File: src/design/ehg_pkg.sv
package ehg_pkg;

  localparam int ANG_W  = 16;
  localparam int PCT_W  = 24;
  localparam int E_W    = 17;  // eye position after the vertical offset
  localparam int KNEE_W = 18;
  localparam int XD_W   = 19;  // excess, slope divisor and slope numerators
  localparam int PROD_W = 2 * XD_W;
  localparam int SUM_W  = PROD_W + 2;
  localparam int CFG_IDX_W = 3;

  localparam logic [CFG_IDX_W-1:0] REG_THR_H  = 3'd0;
  localparam logic [CFG_IDX_W-1:0] REG_EMAX_H = 3'd1;
  localparam logic [CFG_IDX_W-1:0] REG_GMAX_H = 3'd2;
  localparam logic [CFG_IDX_W-1:0] REG_THR_V  = 3'd3;
  localparam logic [CFG_IDX_W-1:0] REG_EMAX_V = 3'd4;
  localparam logic [CFG_IDX_W-1:0] REG_GMAX_V = 3'd5;

  localparam logic signed [ANG_W-1:0] THR_H_RST  = 16'sd2560;
  localparam logic signed [ANG_W-1:0] EMAX_H_RST = 16'sd7680;
  localparam logic signed [ANG_W-1:0] GMAX_H_RST = 16'sd23040;
  localparam logic signed [ANG_W-1:0] THR_V_RST  = 16'sd2560;
  localparam logic signed [ANG_W-1:0] EMAX_V_RST = 16'sd6656;
  localparam logic signed [ANG_W-1:0] GMAX_V_RST = 16'sd17920;

  localparam logic signed [ANG_W-1:0] ANG_MAX = 16'sh7fff;
  localparam logic signed [ANG_W-1:0] ANG_MIN = 16'sh8000;
  localparam logic signed [PCT_W-1:0] PCT_MAX = 24'sh7fffff;
  localparam logic signed [PCT_W-1:0] PCT_MIN = 24'sh800000;

  typedef enum logic [1:0] {
    ST_OK        = 2'd0,
    ST_DIV_ZERO  = 2'd1,
    ST_GAZE_ZERO = 2'd2
  } status_t;

  typedef struct packed {
    logic                    axis;
    logic signed [ANG_W-1:0] gaze;
    logic signed [ANG_W-1:0] eye_start;
  } req_t;

  typedef struct packed {
    logic signed [ANG_W-1:0] eye_amount;
    logic signed [ANG_W-1:0] head_amount;
    logic signed [PCT_W-1:0] eye_percent;
    logic signed [PCT_W-1:0] head_percent;
    logic [1:0]              status;
  } rsp_t;

  typedef struct packed {
    logic signed [ANG_W-1:0] thr_h;
    logic signed [ANG_W-1:0] emax_h;
    logic signed [ANG_W-1:0] gmax_h;
    logic signed [ANG_W-1:0] thr_v;
    logic signed [ANG_W-1:0] emax_v;
    logic signed [ANG_W-1:0] gmax_v;
  } cfg_t;

  // sideband through the slope divider
  typedef struct packed {
    logic signed [ANG_W-1:0]  gaze;
    logic signed [KNEE_W-1:0] knee;
    logic                     s_eye;
    logic                     s_head;
    logic                     above;
    logic                     dzero;
  } p1_t;

  // sideband through the percent divider
  typedef struct packed {
    logic signed [ANG_W-1:0] eye;
    logic signed [ANG_W-1:0] head;
    logic                    s_eye;
    logic                    s_head;
    status_t                 status;
  } p2_t;

  function automatic logic signed [ANG_W-1:0] sat_ang(input logic signed [SUM_W-1:0] v);
    logic signed [ANG_W-1:0] r;
    r = ANG_W'(v);
    if (v > SUM_W'(ANG_MAX)) r = ANG_MAX;
    else if (v < SUM_W'(ANG_MIN)) r = ANG_MIN;
    return r;
  endfunction

endpackage

File: src/design/ehg_front.sv
// Knee, excess and slope terms, products, then magnitudes for the divider.
module ehg_front import ehg_pkg::*; #(
  parameter int FRAC = 8
) (
  input  logic              clk,
  input  logic              rst,
  input  logic              en,
  input  logic              in_valid,
  input  req_t              req,
  input  cfg_t              cfg,
  output logic              out_valid,
  output logic [PROD_W-1:0] n_eye,
  output logic [PROD_W-1:0] n_head,
  output logic [XD_W-1:0]   den,
  output p1_t               pay
);

  localparam logic signed [E_W-1:0] VOFF = E_W'(8 << FRAC);

  // stage A
  logic                    a_v;
  logic signed [ANG_W-1:0] a_gaze, a_thr, a_emax, a_gmax;
  logic signed [E_W-1:0]   a_e;
  // stage B
  logic                     b_v;
  logic signed [ANG_W-1:0]  b_gaze;
  logic signed [KNEE_W-1:0] b_knee;
  logic signed [XD_W-1:0]   b_x, b_d, b_a, b_b;
  // stage C
  logic                     c_v, c_above;
  logic signed [ANG_W-1:0]  c_gaze;
  logic signed [KNEE_W-1:0] c_knee;
  logic signed [XD_W-1:0]   c_d;
  logic signed [PROD_W-1:0] c_pa, c_pb;

  logic signed [E_W-1:0]    e_adj;
  logic signed [KNEE_W-1:0] knee;

  always_comb begin
    e_adj = E_W'(req.eye_start) - (req.axis ? VOFF : E_W'(0));
    knee  = KNEE_W'(a_thr) + KNEE_W'(a_e);
  end

  always_ff @(posedge clk) begin
    if (rst) begin
      a_v <= 1'b0;
      b_v <= 1'b0;
      c_v <= 1'b0;
      out_valid <= 1'b0;
    end else if (en) begin
      a_v <= in_valid;
      b_v <= a_v;
      c_v <= b_v;
      out_valid <= c_v;
    end
    if (en) begin
      a_gaze <= req.gaze;
      a_e    <= e_adj;
      a_thr  <= req.axis ? cfg.thr_v  : cfg.thr_h;
      a_emax <= req.axis ? cfg.emax_v : cfg.emax_h;
      a_gmax <= req.axis ? cfg.gmax_v : cfg.gmax_h;

      b_gaze <= a_gaze;
      b_knee <= knee;
      b_x    <= XD_W'(a_gaze) - XD_W'(knee);
      b_d    <= XD_W'(a_gmax) - XD_W'(a_thr) - XD_W'(a_e);
      b_a    <= XD_W'(a_emax) - XD_W'(a_thr);
      b_b    <= XD_W'(a_gmax) - XD_W'(a_e) - XD_W'(a_emax);

      c_gaze  <= b_gaze;
      c_knee  <= b_knee;
      c_d     <= b_d;
      c_above <= KNEE_W'(b_gaze) > b_knee;
      c_pa    <= PROD_W'(b_a) * PROD_W'(b_x);
      c_pb    <= PROD_W'(b_b) * PROD_W'(b_x);

      n_eye      <= c_pa[PROD_W-1] ? PROD_W'(-c_pa) : PROD_W'(c_pa);
      n_head     <= c_pb[PROD_W-1] ? PROD_W'(-c_pb) : PROD_W'(c_pb);
      den        <= c_d[XD_W-1] ? XD_W'(-c_d) : XD_W'(c_d);
      pay.gaze   <= c_gaze;
      pay.knee   <= c_knee;
      pay.s_eye  <= c_pa[PROD_W-1] ^ c_d[XD_W-1];
      pay.s_head <= c_pb[PROD_W-1] ^ c_d[XD_W-1];
      pay.above  <= c_above;
      pay.dzero  <= c_d == '0;
    end
  end

endmodule

File: config.mk
export PLATFORM = sky130hd
export DESIGN_NAME = ehg_front
export DESIGN_NICKNAME = d
export VERILOG_FILES = /design/src/design/ehg_pkg.sv /design/src/design/ehg_front.sv
export SDC_FILE = /design/constraint.sdc
export NUM_CORES = 2
export LEC_CHECK = 0
export ABC_AREA = 1
export BUFFER_PORTS_ARGS = -buffer_cell sky130_fd_sc_hd__clkbuf_2
export CAP_MARGIN = 40
export CORE_MARGIN = 3
export CORE_UTILIZATION = 65
export DETAILED_ROUTE_END_ITERATION = 6
export HOLD_SLACK_MARGIN = 0.12
export PLACE_DENSITY_LB_ADDON = 0.25
export SETUP_SLACK_MARGIN = 0.5
export SYNTH_ARGS = -nofsm -noshare
export SYNTH_HDL_FRONTEND = slang
export SYNTH_SLANG_ARGS = --single-unit
File: constraint.sdc
create_clock -name clk -period 9 [get_ports clk]
set_input_delay 1.8 -clock clk [delete_from_list [all_inputs] [get_ports clk]]
set_output_delay 1.8 -clock clk [all_outputs]
set_load 0.01 [all_outputs]
## After elaboration in Yosys (flattened, before gate mapping)

Index checks and enable logic that the tools add are counted.
Widths: inputs -> output; s select.

| word-level totals | value |
|---|---|
| input port bits | 133 |
| word-level logic and storage cells | 57 |
| output and inout port bits | 134 |
| register bits after elaboration | 456 |

| operators by class | value |
|---|---|
| multiplexer cells | 7 |
| bitwise operators | 2 |
| reduce and logical (&&, ||, !) cells | 1 |
| $add $sub $neg | 11 |
| order comparisons | 1 |
| $mul | 2 |

Operator list:

| kind | count |
|---|---|
| $neg 38->38 | 2 |
| $mux 37 | 2 |
| $mux 16 | 3 |
| $mul 19x19->38 | 1 |
| $mul 17x19->36 | 1 |
| $sub 16x16->17 | 2 |
| $logic_not 19->1 | 1 |
| $neg 19->19 | 1 |
| $sub 16x18->19 | 1 |
| $sub 18x16->19 | 1 |
| $add 16x17->18 | 1 |
| $gt 16x18->1 | 1 |
| $mux 18 | 1 |
| $sub 16x17->18 | 1 |
| $sub 17x17->18 | 1 |
| $sub 16x13->17 | 1 |
| $mux 12 | 1 |
| $xor 1x1->1 | 2 |

## Longest topological paths before layout

| logic depth | value |
|---|---|
| depth in word-level cells | 2 |
| depth in mapped cells | 29 |
| gate-level depth less buffers | 27 |

## Least setup slack after synthesis

No wires, ideal clock.

| timing | value |
|---|---|
| path kind | reg-to-reg |
| start point | register b_b[18] |
| end point | register c_pb[37], data pin |
| data required time | 8748 ps |
| stages on the path, launching flop included | 26 |
| slack | 3032 ps |
| arrival time | 5716 ps |
| period minus slack after synthesis | 5968 ps |
| buffers on the path | 2 |
| cells stage by stage | edfxtp_1 clkbuf_1 clkbuf_1 nand2_1 fa_1 inv_1 fa_1 fa_1 inv_1 fa_1 inv_1 fa_1 inv_1 fa_1 inv_1 ha_1 ha_1 inv_1 nor3_1 nand2_1 inv_1 nand2_1 nand2_1 a21oi_1 nand2_1 nand2_1 |

| on the way | value |
|---|---|
| word-level cells in the longest chain between the ends | 1 |

Ends and longest elaborated chain:

| element | RTL line | source |
|---|---|---|
| start, declared | ehg_front.sv:28 | `logic signed [XD_W-1:0] b_x, b_d, b_a, b_b;` |
| start signal, assigned | ehg_front.sv:68 | `b_b <= XD_W'(a_gmax) - XD_W'(a_e) - XD_W'(a_emax);` |
| $mul 19x19->38 | ehg_front.sv:75 | `c_pb <= PROD_W'(b_b) * PROD_W'(b_x);` |
| end signal, assigned | ehg_front.sv:75 |  |
| end, declared | ehg_front.sv:34 | `logic signed [PROD_W-1:0] c_pa, c_pb;` |

Every way passes these cells.
A chain may end at the register's enable or synchronous reset.

## Worst setup path after layout

| timing | value |
|---|---|
| start point | register b_x[14] |
| end point | register c_pa[20], data pin |

| on the way | value |
|---|---|
| word-level cells in the longest chain between the ends | 1 |

Ends and longest elaborated chain:

| element | RTL line | source |
|---|---|---|
| start, declared | ehg_front.sv:28 |  |
| start signal, assigned | ehg_front.sv:65 | `b_x <= XD_W'(a_gaze) - XD_W'(knee);` |
| $mul 17x19->36 | ehg_front.sv:74 | `c_pa <= PROD_W'(b_a) * PROD_W'(b_x);` |
| end signal, assigned | ehg_front.sv:74 |  |
| end, declared | ehg_front.sv:34 |  |

Every way passes these cells.

==> metrics.md <==
| Metric | Value |
|---|---|
| Status | finished, final reports clean |
| Post-Syn Instances | 5,721 |
| Mean cell area of the mapped netlist | 8.819 µm² |
| Cell types with the highest counts after synthesis | sky130_fd_sc_hd__nand2_1 (1,471), sky130_fd_sc_hd__inv_1 (1,425), sky130_fd_sc_hd__fa_1 (732) |
| Routed via count divided by cell count | 5.341 |
| Maximum achievable frequency | 154.6 MHz |
| Final GP Congestion | 0.9686 |
| Count of unresolved DRC violations after routing | 0 |
| Required time worst endpoint | 9.31 ns |
| Max Cap Violations | 0 |
| Wire length of the first global-routing pass | 197,900 µm |
| Setup TNS Final | 0 ns |
| IO Pins | 267 |
| Initial DRT Pass Iterations | 5 |
| Floorplan row count | 101 |
| Tightest slew margin relative to the limit | 34.80% |
| PostCTS Resize Cnt | 0 |
| Antenna violations before repair | 0 |
| Number of failing setup endpoints in the final timing report | 0 |
| Detail Placement HPWL | 97,440 µm |
| Core area | 76,450 µm² |
| Arrival time at the worst endpoint | 6.78 ns |
| Die boundary width | 284.6 µm |
| Unrepaired setup endpoints after global routing | no |
| Origin of the worst setup path | b_x[14] |
| Clock sink count | 452 |
| Sequential fraction of the synthesis area | 26.82% |
| Reg2Reg Depth | 22 |
| Top cells by area, synth | sky130_fd_sc_hd__fa_1 (29%), sky130_fd_sc_hd__edfxtp_1 (27%), sky130_fd_sc_hd__nand2_1 (11%) |
| Fraction of layout instances using a drive strength above 1 | 8.151% |
| Proportion of netlist area held by the largest area contributor | 29.05% |
| Critical Path Source Type | register |
| Port Buf Inserts | 266 |
| Wire length per cell after detailed routing | 17.28 µm |
| Number of global-route vias before repair | 39,240 |
| Remaining global-route overflow | 0 |
| Dominant cell by count in the synthesized netlist | sky130_fd_sc_hd__nand2_1 |
| Number of flip-flops and latches in the synthesized netlist | 452 |
| Starting density of the core | 65.99% |
| Cell with the biggest individual delay on the critical path | sky130_fd_sc_hd__edfxtp_1 |
| CTS Root Cell | sky130_fd_sc_hd__clkbuf_16 |
| Number of hold violations in the final report | 0 |
| Clock skew | 0.08537 ns |
| Register-to-register setup slack | 2.53 ns |
| Number of unique standard cell types used by synthesis | 42 |
| Clock insertion delay at the later pin of the skew report | 0.66 ns |
| Worst R2R End | c_pa[20] |
| Worst reg2reg startpoint | b_x[14] |
| Post-placement worst setup slack | 2.540 ns |
| 1st-iter DRT viols | 2,799 |
| Kind of end point of the critical path | register |
| Post-layout min period | 6.469 ns |
| Type of the worst setup path | register to register |
| Number of pins exceeding their max-slew limit in the final report | 0 |
| Transition time at the pin with the least slew margin | 0.9780 ns |
| Maximum root-to-sink buffer count | 3 |
| CTS H-Tree Depth | 2 |
| Predominant post-synthesis flop cell | sky130_fd_sc_hd__edfxtp_1 |
| Layout area overhead | 8.028% |
| Cell class contributing the biggest share of worst-path delay | adder cells |
| Clock buffers created by TritonCTS | 50 |
| Maximum fanout encountered on the critical timing path | 20 |
| Number of antenna diodes | 0 |
| Yosys warning count | 0 |
| Worst-path cell chain | buf_4, nand2_1, fa_1, fa_1, inv_1, fa_1, fa_1, fa_1, inv_1, fa_1, inv_1, ha_1, nand2_1, inv_1, a21oi_1, inv_1, a21oi_1, nand2_2, nand2_1, nand2_1, nand2_1, nand2_1 |
| CTS tree | yes |
| Total routing resource utilization after global routing | 30.62% |
| Pin count of the biggest net entering global routing | 170 |
| Endpoint of the most critical setup path | c_pa[20] |
| Finished layout cell area | 54,500 µm² |
| Core occupancy in the finished layout | 71.29% |
| Die boundary height | 284.6 µm |
| Synth async-reset ratio | 0% |
| Vias after detailed routing | 37,280 |
| Smallest setup slack after layout | 2.531 ns |
| Period utilization | 71.88% |
| Critical path depth | 22 |
| Die area | 80,990 µm² |
| Overall routed net length | 120,600 µm |
| Buffer count from post-CTS setup fixing | 0 |
| Type of the tightest min-delay check | register to register |
| Leading area contributor after synthesis | sky130_fd_sc_hd__fa_1 |
| Post-synth design cell area | 50,450 µm² |
| Post-route antenna net violation count | 0 |
| Clock Pin Slew Worst Setup and Hold Paths | 0.06 ns |
| EDFF count, synth | 448 |
| Buf+Inv Stages, Crit Path | 6 |
| Filler cells | 5,982 |
| Placed Instance Area | 52,760 µm² |
| Layout net count | 7,104 |
| Count of hold buffers inserted by post-cts repair | 0 |
| Largest stage delay on the critical path | 0.96 ns |
-- kinds of logic (layout without fill, tap and decap cells) --
group	after synthesis	in the layout	share of synthesized area (%)
and+or+nand+nor	2079	2079	16.66
buffers and inverters	1595	1822	11.89
adders and majority gates	1061	1061	37.21
DFF	452	452	26.82
AOI/OAI and AO/OA	308	308	3.276
xor gates and xnor gates	177	177	3.073
muxes	48	48	1.071
other	1	3	0.007433
-- registers in the layout, indices dropped and copies added (netlist names), 17 cells and up --
name    flops
den        19
n_eye      38
b_knee     18
pay        38
c_pa       36
c_d        18
a_e        17
c_pb       38
b_x        19
b_d        18
n_head     38
b_b        19
c_knee     18
b_a        17
-- worst register-to-register path, delay by kind of cell, from the launching register on --
kind                     cells  cell delay (ns)
adder cells (fa/ha/maj)      7             3.39
flip-flops                   1             0.96
buffers and inverters        6             0.69
AND/OR/NAND/NOR              7             0.68
AO/OA/AOI/OAI                2             0.41
-- how the worst min path moves through the flow --
stage,startpoint,end,slack (ns),cells after the start
floorplan,b_d[0],c_d[0],0.40,0
global route,b_d[11],c_d[11],0.41,0
detailed placement,c_knee[7],pay[11],0.41,0
global placement,b_d[5],c_d[5],0.40,0
CTS,b_d[6],c_d[6],0.40,0
finish,b_d[6],c_d[6],0.41,0
-- area by class of cell --
| type | instances | area (µm²) | share of cell area [%] |
|---|---|---|---|
| Multi-Input combinational cell | 3676 | 30930 | 56.75 |
| Sequential cell | 452 | 13530 | 24.83 |
| Inverter | 1431 | 5371 | 9.856 |
| Timing Repair Buffer | 299 | 1678 | 3.079 |
| Clock buffer | 65 | 1368 | 2.509 |
| Tap cell | 1030 | 1289 | 2.365 |
| Clock inverter | 27 | 334.1 | 0.6130 |
-- layout by cell type, fill, tap and decap left out, drive strengths merged, types with 2 or more instances in the layout --
cell type | netlist | routed
a21boi | 2 | 2
a21o | 8 | 8
a21oi | 162 | 162
a31oi | 8 | 8
and2 | 6 | 6
and3 | 3 | 3
buf | 28 | 33
bufinv | 0 | 4
clkbuf | 136 | 331
clkinv | 2 | 17
clkinvlp | 0 | 5
conb | 1 | 3
dfxtp | 4 | 4
edfxtp | 448 | 448
fa | 732 | 732
ha | 329 | 329
inv | 1429 | 1432
mux2 | 48 | 48
nand2 | 1481 | 1481
nand3 | 175 | 175
nand3b | 10 | 10
nand4 | 46 | 46
nor2 | 307 | 307
nor3 | 24 | 24
nor4 | 7 | 7
o211ai | 5 | 5
o21ai | 105 | 105
o21bai | 16 | 16
or2 | 18 | 18
xnor2 | 29 | 29
xor2 | 148 | 148
-- per-stage QoR --
step	instances	hold slack, ns
2_1_floorplan	5723	0.4003
3_3_place_gp	6882	0.4008
3_5_place_dp	6886	0.4056
4_1_cts	6978	0.4005
5_1_grt	6980	0.4094
6_report	6980	0.4066
-- per-layer routing --
layer / global-route usage [%] / wire (µm) / vias to the layer above
met3: 3.970 / 7965 / 293
met2: 52.80 / 60220 / 1395
met1: 39.67 / 47520 / 18090
met4: 11.82 / 4879 / 0
li1: - / - / 17500
met5: 0 / 0 / -
Power is not shown: default switching activity piles up to over one toggle a cycle in this logic, so the estimate is an artifact.
