==> src/design/ehg_pkg.sv <==
package ehg_pkg;

  localparam int ANG_W  = 16;
  localparam int PCT_W  = 24;
  localparam int E_W    = 17;  // eye position after the vertical offset
  localparam int KNEE_W = 18;
  localparam int XD_W   = 19;  // excess, slope divisor and slope numerators
  localparam int PROD_W = 2 * XD_W;
  localparam int SUM_W  = PROD_W + 2;
  localparam int CFG_IDX_W = 3;

  localparam logic [CFG_IDX_W-1:0] REG_THR_H  = 3'd0;
  localparam logic [CFG_IDX_W-1:0] REG_EMAX_H = 3'd1;
  localparam logic [CFG_IDX_W-1:0] REG_GMAX_H = 3'd2;
  localparam logic [CFG_IDX_W-1:0] REG_THR_V  = 3'd3;
  localparam logic [CFG_IDX_W-1:0] REG_EMAX_V = 3'd4;
  localparam logic [CFG_IDX_W-1:0] REG_GMAX_V = 3'd5;

  localparam logic signed [ANG_W-1:0] THR_H_RST  = 16'sd2560;
  localparam logic signed [ANG_W-1:0] EMAX_H_RST = 16'sd7680;
  localparam logic signed [ANG_W-1:0] GMAX_H_RST = 16'sd23040;
  localparam logic signed [ANG_W-1:0] THR_V_RST  = 16'sd2560;
  localparam logic signed [ANG_W-1:0] EMAX_V_RST = 16'sd6656;
  localparam logic signed [ANG_W-1:0] GMAX_V_RST = 16'sd17920;

  localparam logic signed [ANG_W-1:0] ANG_MAX = 16'sh7fff;
  localparam logic signed [ANG_W-1:0] ANG_MIN = 16'sh8000;
  localparam logic signed [PCT_W-1:0] PCT_MAX = 24'sh7fffff;
  localparam logic signed [PCT_W-1:0] PCT_MIN = 24'sh800000;

  typedef enum logic [1:0] {
    ST_OK        = 2'd0,
    ST_DIV_ZERO  = 2'd1,
    ST_GAZE_ZERO = 2'd2
  } status_t;

  typedef struct packed {
    logic                    axis;
    logic signed [ANG_W-1:0] gaze;
    logic signed [ANG_W-1:0] eye_start;
  } req_t;

  typedef struct packed {
    logic signed [ANG_W-1:0] eye_amount;
    logic signed [ANG_W-1:0] head_amount;
    logic signed [PCT_W-1:0] eye_percent;
    logic signed [PCT_W-1:0] head_percent;
    logic [1:0]              status;
  } rsp_t;

  typedef struct packed {
    logic signed [ANG_W-1:0] thr_h;
    logic signed [ANG_W-1:0] emax_h;
    logic signed [ANG_W-1:0] gmax_h;
    logic signed [ANG_W-1:0] thr_v;
    logic signed [ANG_W-1:0] emax_v;
    logic signed [ANG_W-1:0] gmax_v;
  } cfg_t;

  // sideband through the slope divider
  typedef struct packed {
    logic signed [ANG_W-1:0]  gaze;
    logic signed [KNEE_W-1:0] knee;
    logic                     s_eye;
    logic                     s_head;
    logic                     above;
    logic                     dzero;
  } p1_t;

  // sideband through the percent divider
  typedef struct packed {
    logic signed [ANG_W-1:0] eye;
    logic signed [ANG_W-1:0] head;
    logic                    s_eye;
    logic                    s_head;
    status_t                 status;
  } p2_t;

  function automatic logic signed [ANG_W-1:0] sat_ang(input logic signed [SUM_W-1:0] v);
    logic signed [ANG_W-1:0] r;
    r = ANG_W'(v);
    if (v > SUM_W'(ANG_MAX)) r = ANG_MAX;
    else if (v < SUM_W'(ANG_MIN)) r = ANG_MIN;
    return r;
  endfunction

endpackage

==> src/design/ehg_mid.sv <==
// Signed amounts with saturation and status, then percent numerators.
module ehg_mid import ehg_pkg::*; #(
  parameter int FRAC = 8,
  parameter int KW   = 16
) (
  input  logic                  clk,
  input  logic                  rst,
  input  logic                  en,
  input  logic                  in_valid,
  input  logic [PROD_W-1:0]     q_eye,
  input  logic [PROD_W-1:0]     q_head,
  input  p1_t                   in_pay,
  output logic                  out_valid,
  output logic [ANG_W+KW-1:0]   n_eye,
  output logic [ANG_W+KW-1:0]   n_head,
  output logic [ANG_W-1:0]      den,
  output p2_t                   pay
);

  localparam int NW = ANG_W + KW;
  localparam logic signed [KW-1:0] KS = KW'(100 << FRAC);

  logic signed [PROD_W:0]  qe, qh;
  logic signed [ANG_W-1:0] eye_c, head_c;
  status_t                 st;

  // stage E
  logic                    e_v;
  logic signed [ANG_W-1:0] e_eye, e_head, e_gaze;
  status_t                 e_st;
  // stage F
  logic                    f_v;
  logic signed [NW-1:0]    f_pe, f_ph;
  logic signed [ANG_W-1:0] f_eye, f_head, f_gaze;
  status_t                 f_st;

  always_comb begin
    qe = in_pay.s_eye  ? -$signed({1'b0, q_eye})  : $signed({1'b0, q_eye});
    qh = in_pay.s_head ? -$signed({1'b0, q_head}) : $signed({1'b0, q_head});
    eye_c  = in_pay.gaze;
    head_c = '0;
    st     = ST_OK;
    if (in_pay.above) begin
      if (in_pay.dzero) begin
        eye_c = '0;
        st    = ST_DIV_ZERO;
      end else begin
        eye_c  = sat_ang(SUM_W'(in_pay.knee) + SUM_W'(qe));
        head_c = sat_ang(SUM_W'(qh));
      end
    end
    if (st == ST_OK && in_pay.gaze == '0) st = ST_GAZE_ZERO;
  end

  always_ff @(posedge clk) begin
    if (rst) begin
      e_v <= 1'b0;
      f_v <= 1'b0;
      out_valid <= 1'b0;
    end else if (en) begin
      e_v <= in_valid;
      f_v <= e_v;
      out_valid <= f_v;
    end
    if (en) begin
      e_eye  <= eye_c;
      e_head <= head_c;
      e_gaze <= in_pay.gaze;
      e_st   <= st;

      f_pe   <= NW'(e_eye) * NW'(KS);
      f_ph   <= NW'(e_head) * NW'(KS);
      f_eye  <= e_eye;
      f_head <= e_head;
      f_gaze <= e_gaze;
      f_st   <= e_st;

      n_eye      <= f_pe[NW-1] ? NW'(-f_pe) : NW'(f_pe);
      n_head     <= f_ph[NW-1] ? NW'(-f_ph) : NW'(f_ph);
      den        <= f_gaze[ANG_W-1] ? ANG_W'(-f_gaze) : ANG_W'(f_gaze);
      pay.eye    <= f_eye;
      pay.head   <= f_head;
      pay.s_eye  <= f_pe[NW-1] ^ f_gaze[ANG_W-1];
      pay.s_head <= f_ph[NW-1] ^ f_gaze[ANG_W-1];
      pay.status <= f_st;
    end
  end

endmodule

==> config.mk <==
export PLATFORM = sky130hd
export DESIGN_NAME = ehg_mid
export DESIGN_NICKNAME = d
export VERILOG_FILES = /design/src/design/ehg_pkg.sv /design/src/design/ehg_mid.sv
export SDC_FILE = /design/constraint.sdc
export NUM_CORES = 1
export LEC_CHECK = 0
export ABC_AREA = 1
export BUFFER_PORTS_ARGS = -buffer_cell sky130_fd_sc_hd__clkbuf_2
export CAP_MARGIN = 0
export CORE_ASPECT_RATIO = 1.25
export CORE_MARGIN = 5
export CORE_UTILIZATION = 40
export DETAILED_ROUTE_END_ITERATION = 12
export GPL_ROUTABILITY_DRIVEN = 0
export PLACE_DENSITY_LB_ADDON = 0.05
export SYNTH_ARGS = -nofsm -noshare
export SYNTH_HDL_FRONTEND = slang
export SYNTH_SLANG_ARGS = --single-unit
export TNS_END_PERCENT = 5
==> constraint.sdc <==
create_clock -name clk -period 4.7 [get_ports clk]
set_input_delay 0.235 -clock clk [delete_from_list [all_inputs] [get_ports clk]]
set_output_delay 0.235 -clock clk [all_outputs]
set_load 0.02 [all_outputs]
### Yosys cells after proc, flatten, opt, wreduce, memory -nomap -nowiden

Index checks and enable logic that the tools add are counted.

* output and inout port bits: 117
* register bits: 263
* input port bits: 118

* reduce and logical (&&, ||, !) cells: 5
* $lt $le $gt $ge: 4
* mux-type cells: 13
* $add $sub $neg: 6
* $mul: 2
* bitwise gates (word level): 3

Operator list (count)
* $mux W16: 5
* $mux W39: 2
* $neg A38 Y39: 2
* $neg A32 Y32: 2
* $mux W31: 2
* $mul A16 B6 Y22 const B: 2
* $add A18 B39 Y40: 1
* $gt A40 B16 Y1 const B: 1
* $lt A40 B16 Y1 const B: 1
* $gt A39 B16 Y1 const B: 1
* $lt A39 B16 Y1 const B: 1
* $mux W15: 2
* $logic_not A16 Y1: 1
* $neg A16 Y16: 1
* $reduce_or A3 Y1: 1
* $logic_not A2 Y1: 1
* $mux W1: 2
* $reduce_or A2 Y1: 1
* $xor A1 B1 Y1: 2
* $logic_and A1 B1 Y1: 1
* $not A1 Y1: 1

### Longest topological paths before layout

Gate-level depths: netlist of the first run.

* depth after elaboration: 8
* gate-level depth with buffers: 34

### Worst setup path after synthesis of the first run

OpenSTA, ideal clock, no wires.

* path kind: input to register
* start point: in q_eye[1]
* end point: reg e_eye[10] (data pin)
* slack: 0.894 ns
* path buffers: 1
* arrival: 3.554 ns
* required time: 4.448 ns
* cell stages on the path: 27
* cells stage by stage: inv_1 ha_1 nand3_1 nor3_1 nand2_1 nor3_1 nand4_1 nor2_1 nand2_1 o21ai_0 nand2_1 xor2_1 ha_1 a21o_1 nor2_1 nor3_1 nor4_1 nand3_1 nand2_1 nand2_1 inv_1 nand2_4 buf_12 nand2_2 nand2_1 nand2_1 nand2_1

* longest elaborated chain between the ends: 8
* elaborated cells between the ends (all ways): 9

Ends and longest elaborated chain
* from (decl): RTL line ehg_mid.sv:10 `input logic [PROD_W-1:0] q_eye,`
* $neg A38 Y39: RTL line ehg_mid.sv:38 `qe = in_pay.s_eye ? -$signed({1'b0, q_eye}) : $signed({1'b0, q_eye});`
* $mux W39 *: RTL line ehg_mid.sv:38
* $add A18 B39 Y40 *: RTL line ehg_mid.sv:48 `eye_c = sat_ang(SUM_W'(in_pay.knee) + SUM_W'(qe));`
* $lt A40 B16 Y1: RTL line ehg_pkg.sv:83 `else if (v < SUM_W'(ANG_MIN)) r = ANG_MIN;`
* $mux W16: RTL line ehg_pkg.sv:83
* $mux W16 *: RTL line ehg_pkg.sv:82 `if (v > SUM_W'(ANG_MAX)) r = ANG_MAX;`
* $mux W16 *: RTL line ehg_mid.sv:44 `if (in_pay.dzero) begin`
* $mux W16 *: RTL line ehg_mid.sv:43 `if (in_pay.above) begin`
* via eye_c[10]: RTL line ehg_mid.sv:24 `logic signed [ANG_W-1:0] eye_c, head_c;`
* to (signal assigned): RTL line ehg_mid.sv:66 `e_eye <= eye_c;`
* to (decl): RTL line ehg_mid.sv:29 `logic signed [ANG_W-1:0] e_eye, e_head, e_gaze;`

Mark *: on every way through the listed nets, which the timed path passes. The rest lies on a longest branch.
A chain may end at the register's enable or synchronous reset.

### Final worst setup path of the first run

* start point: reg e_eye[2]
* end point: reg f_pe[29] (data pin)

* longest elaborated chain between the ends: 1

Ends and longest elaborated chain
* $mul A16 B6 Y22: RTL line ehg_mid.sv:71 `f_pe <= NW'(e_eye) * NW'(KS);`
* to (signal assigned): RTL line ehg_mid.sv:71
* to (decl): RTL line ehg_mid.sv:33 `logic signed [NW-1:0] f_pe, f_ph;`

Every way passes these cells.

==> implementation parameters, run 1 <==
Parameter                              Value

Final layout
  Count of inserted antenna diode cells ... 0
  Fraction of final layout cells sized beyond drive strength 1 ... 0.1488
  Post-route cell area ... 20410 sq um
  Layout fillers ... 4463
  Post-layout nets ... 2674
  Finished Layout Cells ... 2971
  Layout-stage area growth over the synthesis result ... 14.46%

Worst setup path
  Worst flop-to-flop path startpoint ... e_eye[2]$_DFFE_PP_
  Crit Reg-Reg Endpoint ... f_pe[29]$_DFFE_PP_
  Worst setup SP type ... flop
  Arrival @ worst endpoint ... 4.39 ns
  Worst setup EP type ... flop
  First element of the critical path ... e_eye[2]$_DFFE_PP_
  Capture point of the critical path ... f_pe[29]$_DFFE_PP_
  Worst Reg2Reg Path Length in Cells ... 16
  Required time reported for the critical path endpoint ... 4.97 ns
  Critical path type ... reg -> reg
  Internal reg-to-reg setup slack ... 0.58 ns
  Max Fanout on Critical Path ... 3

STA
  Setup repair after global routing missed its margin ... false
  Slew of the pin with the lowest slew margin ... 0.6806 ns
  Skew final ... 0.01056 ns
  Setup tns final ... 0 ns
  Hold Worst Slack ... 0.07594 ns
  Post-route fraction of the period consumed by the critical path ... 0.8763
  Timing-limited maximum frequency ... 242.8 MHz
  Final setup violation count ... 0
  Headroom to the max-slew limit ... 0.5463
  Clock period minus worst slack ... 4.119 ns
  Final hold vios ... 0
  Pins Over Slew Limit ... 0

Floorplanning
  Core Footprint ... 44120 sq um
  Die footprint ... 48930 sq um
  Initial Utilization ... 0.4042
  Die span in y ... 246.1 microns
  Horizontal die dimension ... 198.9 microns
  Top-level I/O count ... 235
  Core Rows ... 86

Placed design
  Placed instance count ... 2908
  Port Buffer Count ... 214
  Final HPWL DP ... 36480 microns
  Placed cell area ... 19460 sq um

Routing
  Routed vias ... 14050
  Drt drc ... 0
  Drt initial violations ... 657
  Via count normalized by instance count ... 4.729
  Drt first pass iters ... 6
  DRT Wirelength ... 44000 microns
  Antenna viol nets, final ... 0
  Routed length per placed instance ... 14.81 microns

Clock network
  Total CTS buffers ... 25
  Clock slew seen by the registers of the worst setup and hold paths ... 0.06 ns
  Number of resized instances in the post-cts repair step ... 0
  Root buffer selected by CTS ... clkbuf_16
  Maximum clock insertion buffer count ... 3
  Buffers inserted by post-CTS timing repair ... 0
  Clock latency of the later-clocked register in the worst-skew pair ... 0.53 ns
  Number of buffers inserted by hold repair at cts ... 17
  H-Tree Depth ... 1
  Number of clock sinks seen by CTS ... 235
  Clock tree from TritonCTS ... built

Worst hold path
  Hold Path Class ... in -> reg

Synth
  Complex-gate fraction of the synthesized area ... 0.05795
  Area of the mapped netlist ... 17830 sq um
  Count of flip-flops with a built-in enable after synthesis ... 232
  Average instance area after synthesis ... 8.341 sq um
  Xor/xnor share of the synthesized area ... 0.08054
  Synthesized-area fraction occupied by adder cells ... 0.1350
  Mux share of post-synthesis cell area ... 0
  Seq cells post-synth ... 235
  Fraction of the yosys area taken by sequential cells ... 0.3940
  Dominant combinational cell family by area after synthesis ... simple AND/OR/NAND/NOR gates
  Number of library cell types mapped by synthesis ... 50
  Proportion of synthesized flip-flops having asynchronous set or reset ... 0
  Yosys warning total ... 0
  Leading register cell type out of synthesis ... edfxtp_1
  Cell count after synthesis ... 2138
  Simple logic cell fraction of the synthesized area ... 0.2402

Global route
  Via count of the first global-routing pass ... 13960
  Antenna violations before repair ... 0
  First-pass GRT wire length ... 70930 microns
  Maximum number of pins on one net before global-route repair ... 120
  Overflow left after global routing ... 0
  Global-route total usage across every layer ... 0.1790

Power
  VDD IR max ... 0.2705 mV
  Power density over cell area ... 390.1 nW/um^2
  Leakage power figure ... 9.733 nW

Run status
  Result of the run ... finished, final reports clean

Flow run
  Count of max-cap constraint violations ... 0
[routing by layer]
metal	global-route usage	up-vias	routed length, microns
met5	0	-	0
met4	0.05433	0	1201
met3	0.02161	63	1819
met2	0.3324	282	22840
met1	0.2149	6364	18140
li1	-	7342	-
[cell usage in the layout (no fill, tap or decap), types with 4 or more instances in the layout]
cell type | synthesis | routed
clkinv_2 | 2 | 6
clkbuf_16 | 0 | 25
o21ai_0 | 53 | 53
dlygate4sd3_1 | 0 | 18
xnor2_1 | 52 | 52
xor2_1 | 112 | 112
nand3_2 | 9 | 9
nor2_2 | 22 | 22
clkbuf_1 | 10 | 5
nor4_1 | 11 | 11
edfxtp_1 | 232 | 232
buf_4 | 23 | 6
nand3_1 | 77 | 77
nor3_2 | 4 | 4
clkbuf_2 | 0 | 213
clkinv_1 | 2 | 7
nor3_1 | 41 | 41
inv_2 | 9 | 9
fa_1 | 29 | 29
conb_1 | 1 | 20
nor3b_1 | 4 | 4
o31ai_1 | 8 | 8
o21ai_1 | 4 | 4
a21oi_1 | 84 | 84
a31oi_1 | 7 | 7
ha_1 | 146 | 146
nand2_2 | 34 | 34
inv_1 | 341 | 341
nand2_1 | 526 | 526
a21oi_2 | 10 | 10
a21o_1 | 6 | 6
nand4_1 | 31 | 31
nand3b_1 | 10 | 10
or2_2 | 4 | 4
nor2_1 | 199 | 199
[critical path, stage by stage (launching register included)]
cell      delay (ns)
edfxtp_1        0.48
ha_1            0.33
inv_1           0.05
fa_1            0.50
inv_1           0.04
ha_1            0.28
ha_1            0.22
fa_1            0.41
nand3_1         0.12
a21oi_1         0.08
o21ai_0         0.16
nand2_1         0.10
a31oi_1         0.28
o21ai_0         0.19
a21boi_0        0.31
o21ai_0         0.15
xor2_1          0.15
[registers in the layout, summed over array words and instances, names as in the netlist]
signal and count:
n_head 21, e_v 1, e_eye 16, pay 36, f_eye 16, out_valid 1, f_pe 19, f_ph 19
e_gaze 16, e_st 2, den 16, n_eye 21, f_st 2, e_head 16, f_gaze 16, f_head 16
f_v 1
[per-stage QoR]
step / worst slack [ns] / power, mW / util
finish: 0.5813 / 7.964 / 0.4627
global route: 0.01788 / 8.617 / 0.4627
CTS: 0.5555 / 8.086 / 0.4625
detailed placement: 0.1108 / 6.156 / 0.4410
global placement: 0.2012 / 6.153 / 0.4410
floorplan: 0.8940 / 5.339 / -
[layout make-up]
| type | instances | area, sq um | area share |
|---|---|---|---|
| clock buffers | 30 | 644.4 | 0.03157 |
| clock inverters | 15 | 131.4 | 0.006436 |
| inverters | 354 | 1331 | 0.06522 |
| multi-input cells | 1526 | 9236 | 0.4525 |
| flip-flops and latches | 235 | 7027 | 0.3442 |
| well taps | 572 | 715.7 | 0.03506 |
| repair buffers | 239 | 1326 | 0.06497 |
[how the worst min path moves through the flow]
| stage | startpoint | to | slack (ns) | depth (start not counted) |
|---|---|---|---|---|
| 6_report | in_pay[1] | e_st[0]$_SDFFCE_PP0P_ | 0.08 | 3 |
| 5_1_grt | in_pay[1] | e_st[0]$_SDFFCE_PP0P_ | 0.08 | 3 |
| 4_1_cts | in_pay[22] | e_gaze[0]$_DFFE_PP_ | 0.0004 | 1 |
| 3_5_place_dp | e_gaze[5]$_DFFE_PP_ | f_gaze[5]$_DFFE_PP_ | 0.40 | 0 |
| 3_3_place_gp | e_gaze[3]$_DFFE_PP_ | f_gaze[3]$_DFFE_PP_ | 0.40 | 0 |
| 2_1_floorplan | rst | e_v$_SDFFE_PP0P_ | 0.30 | 1 |
[kinds of logic after synthesis]
logic type               Yosys count
other                              1
adder cells (fa/ha/maj)          175
AO/OA/AOI/OAI                    184
XOR/XNOR                         164
buffers and inverters            396
AND/OR/NAND/NOR                  983
flip-flops                       235
[report_power, final]
part	internal (mW)	switching, mW
Sequential	2.88	0.236
Combinational	1.13	1.85
Clock	1.09	0.783
[cell usage after synthesis (11+ instances only)]
cell type,number,area [sq um]
nand4_1,31,193.9
xor2_1,112,980.9
nand2_1,526,1974
nor2_1,199,747.0
fa_1,29,580.6
inv_1,341,1280
buf_4,23,172.7
nor2_2,22,137.6
nor3_1,41,205.2
edfxtp_1,232,6967
nor4_1,11,68.82
nand2_2,34,212.7
xnor2_1,52,455.4
o21ai_0,53,265.3
ha_1,146,1827
nand3_1,77,385.4
a21oi_1,84,420.4
(Power assumes the default switching activity.)
==> run 2: changes to the inputs <==
--- a/config.mk
+++ b/config.mk
@@ -7,13 +7,13 @@
 export LEC_CHECK = 0
 export ABC_AREA = 1
 export BUFFER_PORTS_ARGS = -buffer_cell sky130_fd_sc_hd__clkbuf_2
-export CAP_MARGIN = 0
 export CORE_ASPECT_RATIO = 1.25
 export CORE_MARGIN = 5
 export CORE_UTILIZATION = 40
 export DETAILED_ROUTE_END_ITERATION = 12
 export GPL_ROUTABILITY_DRIVEN = 0
 export PLACE_DENSITY_LB_ADDON = 0.05
+export REMOVE_ABC_BUFFERS = 1
 export SYNTH_ARGS = -nofsm -noshare
 export SYNTH_HDL_FRONTEND = slang
 export SYNTH_SLANG_ARGS = --single-unit
==> implementation parameters, run 2 (same netlist as run 1, synthesis figures left out) <==
Parameter                              Value

Run status
  Result of the run ... finished, final reports clean

Final layout
  Most common cell after layout, fill and taps aside ... nand2_1
  Largest registers ... pay: 36 flops, n_eye: 21 flops, n_head: 21 flops
  Largest register FFs ... 36 (unchanged)
  Top library cells by usage in the layout, fill and taps aside ... nand2_1, inv_1, edfxtp_1, clkbuf_2, nor2_1
  Layout-stage area growth over the synthesis result ... 14.12%
  Reg with most FFs ... pay
  Post-layout utilization of the core ... 0.4613 (-0.001361)
  Post-layout nets ... 2675 (+0.037%)
  Post-route cell area ... 20350 sq um (-0.29%)
  Fraction of final layout cells sized beyond drive strength 1 ... 0.1497 (+0.0008961)
  Count of inserted antenna diode cells ... 0 (unchanged)
  Layout fillers ... 4417 (-1.0%)

Power
  Power density over cell area ... 380.3 nW/um^2 (-2.5%)
  Leakage power figure ... 9.720 nW (-0.13%)
  VDD IR max ... 0.3166 mV (+17%)

STA
  Final setup violation count ... 0 (unchanged)
  Timing-limited maximum frequency ... 244.3 MHz (+0.61%)
  Headroom to the max-slew limit ... 0.4608 (-0.08544)
  Hold Worst Slack ... 0.08174 ns (+0.005806 ns)
  Pins Over Slew Limit ... 0 (unchanged)
  Final worst slack ... 0.6062 ns (+0.02491 ns)
  Final hold vios ... 0 (unchanged)
  Slew of the pin with the lowest slew margin ... 0.8088 ns (+0.1282 ns)
  Clock period minus worst slack ... 4.094 ns (-0.02491 ns)
  Setup repair after global routing missed its margin ... false
  Post-route fraction of the period consumed by the critical path ... 0.8710 (-0.005299)
  Setup tns final ... 0 ns (unchanged)
  Skew final ... 0.009639 ns (-0.0009239 ns)

Clock network
  Number of resized instances in the post-cts repair step ... 0 (unchanged)
  Number of clock sinks seen by CTS ... 235 (unchanged)
  Total CTS buffers ... 22 (-12%)
  Number of buffers inserted by hold repair at cts ... 18 (+1)
  Clock slew seen by the registers of the worst setup and hold paths ... 0.07 ns (about the same)
  Clock latency of the later-clocked register in the worst-skew pair ... 0.51 ns (-0.02 ns)
  H-Tree Depth ... 1 (unchanged)
  Maximum clock insertion buffer count ... 3 (unchanged)
  Root buffer selected by CTS ... clkbuf_16
  Clock tree from TritonCTS ... built
  Buffers inserted by post-CTS timing repair ... 0 (unchanged)

Routing
  Routed vias ... 13990 (-0.46%)
  DRT Wirelength ... 41660 microns (-5.3%)
  Routed length per placed instance ... 14.03 microns (-5.3%)
  Via count normalized by instance count ... 4.709 (-0.42%)
  Antenna viol nets, final ... 0 (unchanged)
  Drt initial violations ... 711 (+8.2%)
  Drt drc ... 0 (unchanged)
  Drt first pass iters ... 5 (-1)

Floorplanning
  Core Footprint ... 44120 sq um (unchanged)
  Die span in y ... 246.1 microns (unchanged)
  Horizontal die dimension ... 198.9 microns (unchanged)
  Top-level I/O count ... 235 (unchanged)
  Initial Utilization ... 0.4042 (unchanged)
  Core Rows ... 86 (unchanged)
  Die footprint ... 48930 sq um (unchanged)

Flow run
  Count of max-cap constraint violations ... 0 (unchanged)

Worst setup path
  Required time reported for the critical path endpoint ... 4.97 ns (about the same)
  Worst setup EP type ... flop
  Worst path most repeated cell ... nand2_1
  Arrival @ worst endpoint ... 4.36 ns (-0.03 ns)
  Critical path type ... in -> reg
  Max Fanout on Critical Path ... 15 (+12)
  Critical Path Slowest Stage Cell ... ha_1
  Worst setup SP type ... primary input
  Peak per-stage delay on the critical path ... 0.39 ns (-0.11 ns)

Global route
  Global-route total usage across every layer ... 0.1672 (-0.01182)
  First-pass GRT wire length ... 66870 microns (-5.7%)
  Maximum number of pins on one net before global-route repair ... 99 (-18%)
  Via count of the first global-routing pass ... 13760 (-1.5%)
  Antenna violations before repair ... 0 (unchanged)
  Overflow left after global routing ... 0 (unchanged)

Placed design
  Worst-case setup slack after placement ... 0.09314 ns (-0.01764 ns)
  Placed cell area ... 19500 sq um (+0.22%)
  Port Buffer Count ... 214 (unchanged)
  Final HPWL DP ... 34650 microns (-5.0%)

Worst hold path
  Hold Path Class ... in -> reg
-- run 2: worst paths after layout --
path	startpoint	end	slack, ns	cells after the start
hold reg to reg	f_eye[7]$_DFFE_PP_	pay[27]$_DFFE_PP_	0.41	0
setup reg to reg	e_eye[1]$_DFFE_PP_	f_pe[29]$_DFFE_PP_	0.64	16
hold / removal	in_pay[1]	e_st[0]$_SDFFCE_PP0P_	0.08	3
setup / recovery	q_eye[0]	e_eye[8]$_DFFE_PP_	0.61	32
-- run 2: report_power, final --
part / internal [mW] / leakage [nW] / switching [mW]
logic: 1.14 / 7.09 / 1.83
clock network: 0.905 / 0.336 / 0.756
registers: 2.88 / 2.29 / 0.232
total: 4.92 / 9.72 / 2.82
-- run 2: area by class of cell --
| class | instances | area (sq um) | area share |
|---|---|---|---|
| clock buffers | 26 | 586.8 | 0.02883 |
| clock inverters | 14 | 86.33 | 0.004242 |
| inverters | 354 | 1331 | 0.06541 |
| multi-input cells | 1526 | 9236 | 0.4538 |
| flip-flops and latches | 235 | 7027 | 0.3453 |
| well taps | 572 | 715.7 | 0.03517 |
| repair buffers | 243 | 1369 | 0.06726 |
-- run 2: layer usage --
layer | global-route usage | part of all wire
met1 | 0.1994 | 0.41
met2 | 0.3092 | 0.51
met3 | 0.01204 | 0.032
met4 | 0.06821 | 0.043
met5 | 0 | 0
-- run 2: per-stage QoR --
| step | instances | power, mW |
|---|---|---|
| global placement | 2912 | 6.119 |
| CTS | 2970 | 7.862 |
| detailed placement | 2912 | 6.139 |
| floorplan | 2115 | 5.299 |
| global route | 2970 | 8.381 |
| finish | 2970 | 7.740 |
-- run 2: critical path, delay by kind of cell --
kind / cells / cell delay [ns]
AOI/OAI and AO/OA: 1 / 0.17
xor gates and xnor gates: 1 / 0.14
adders and majority gates: 2 / 0.56
buffers and inverters: 5 / 0.60
and+or+nand+nor: 23 / 2.66
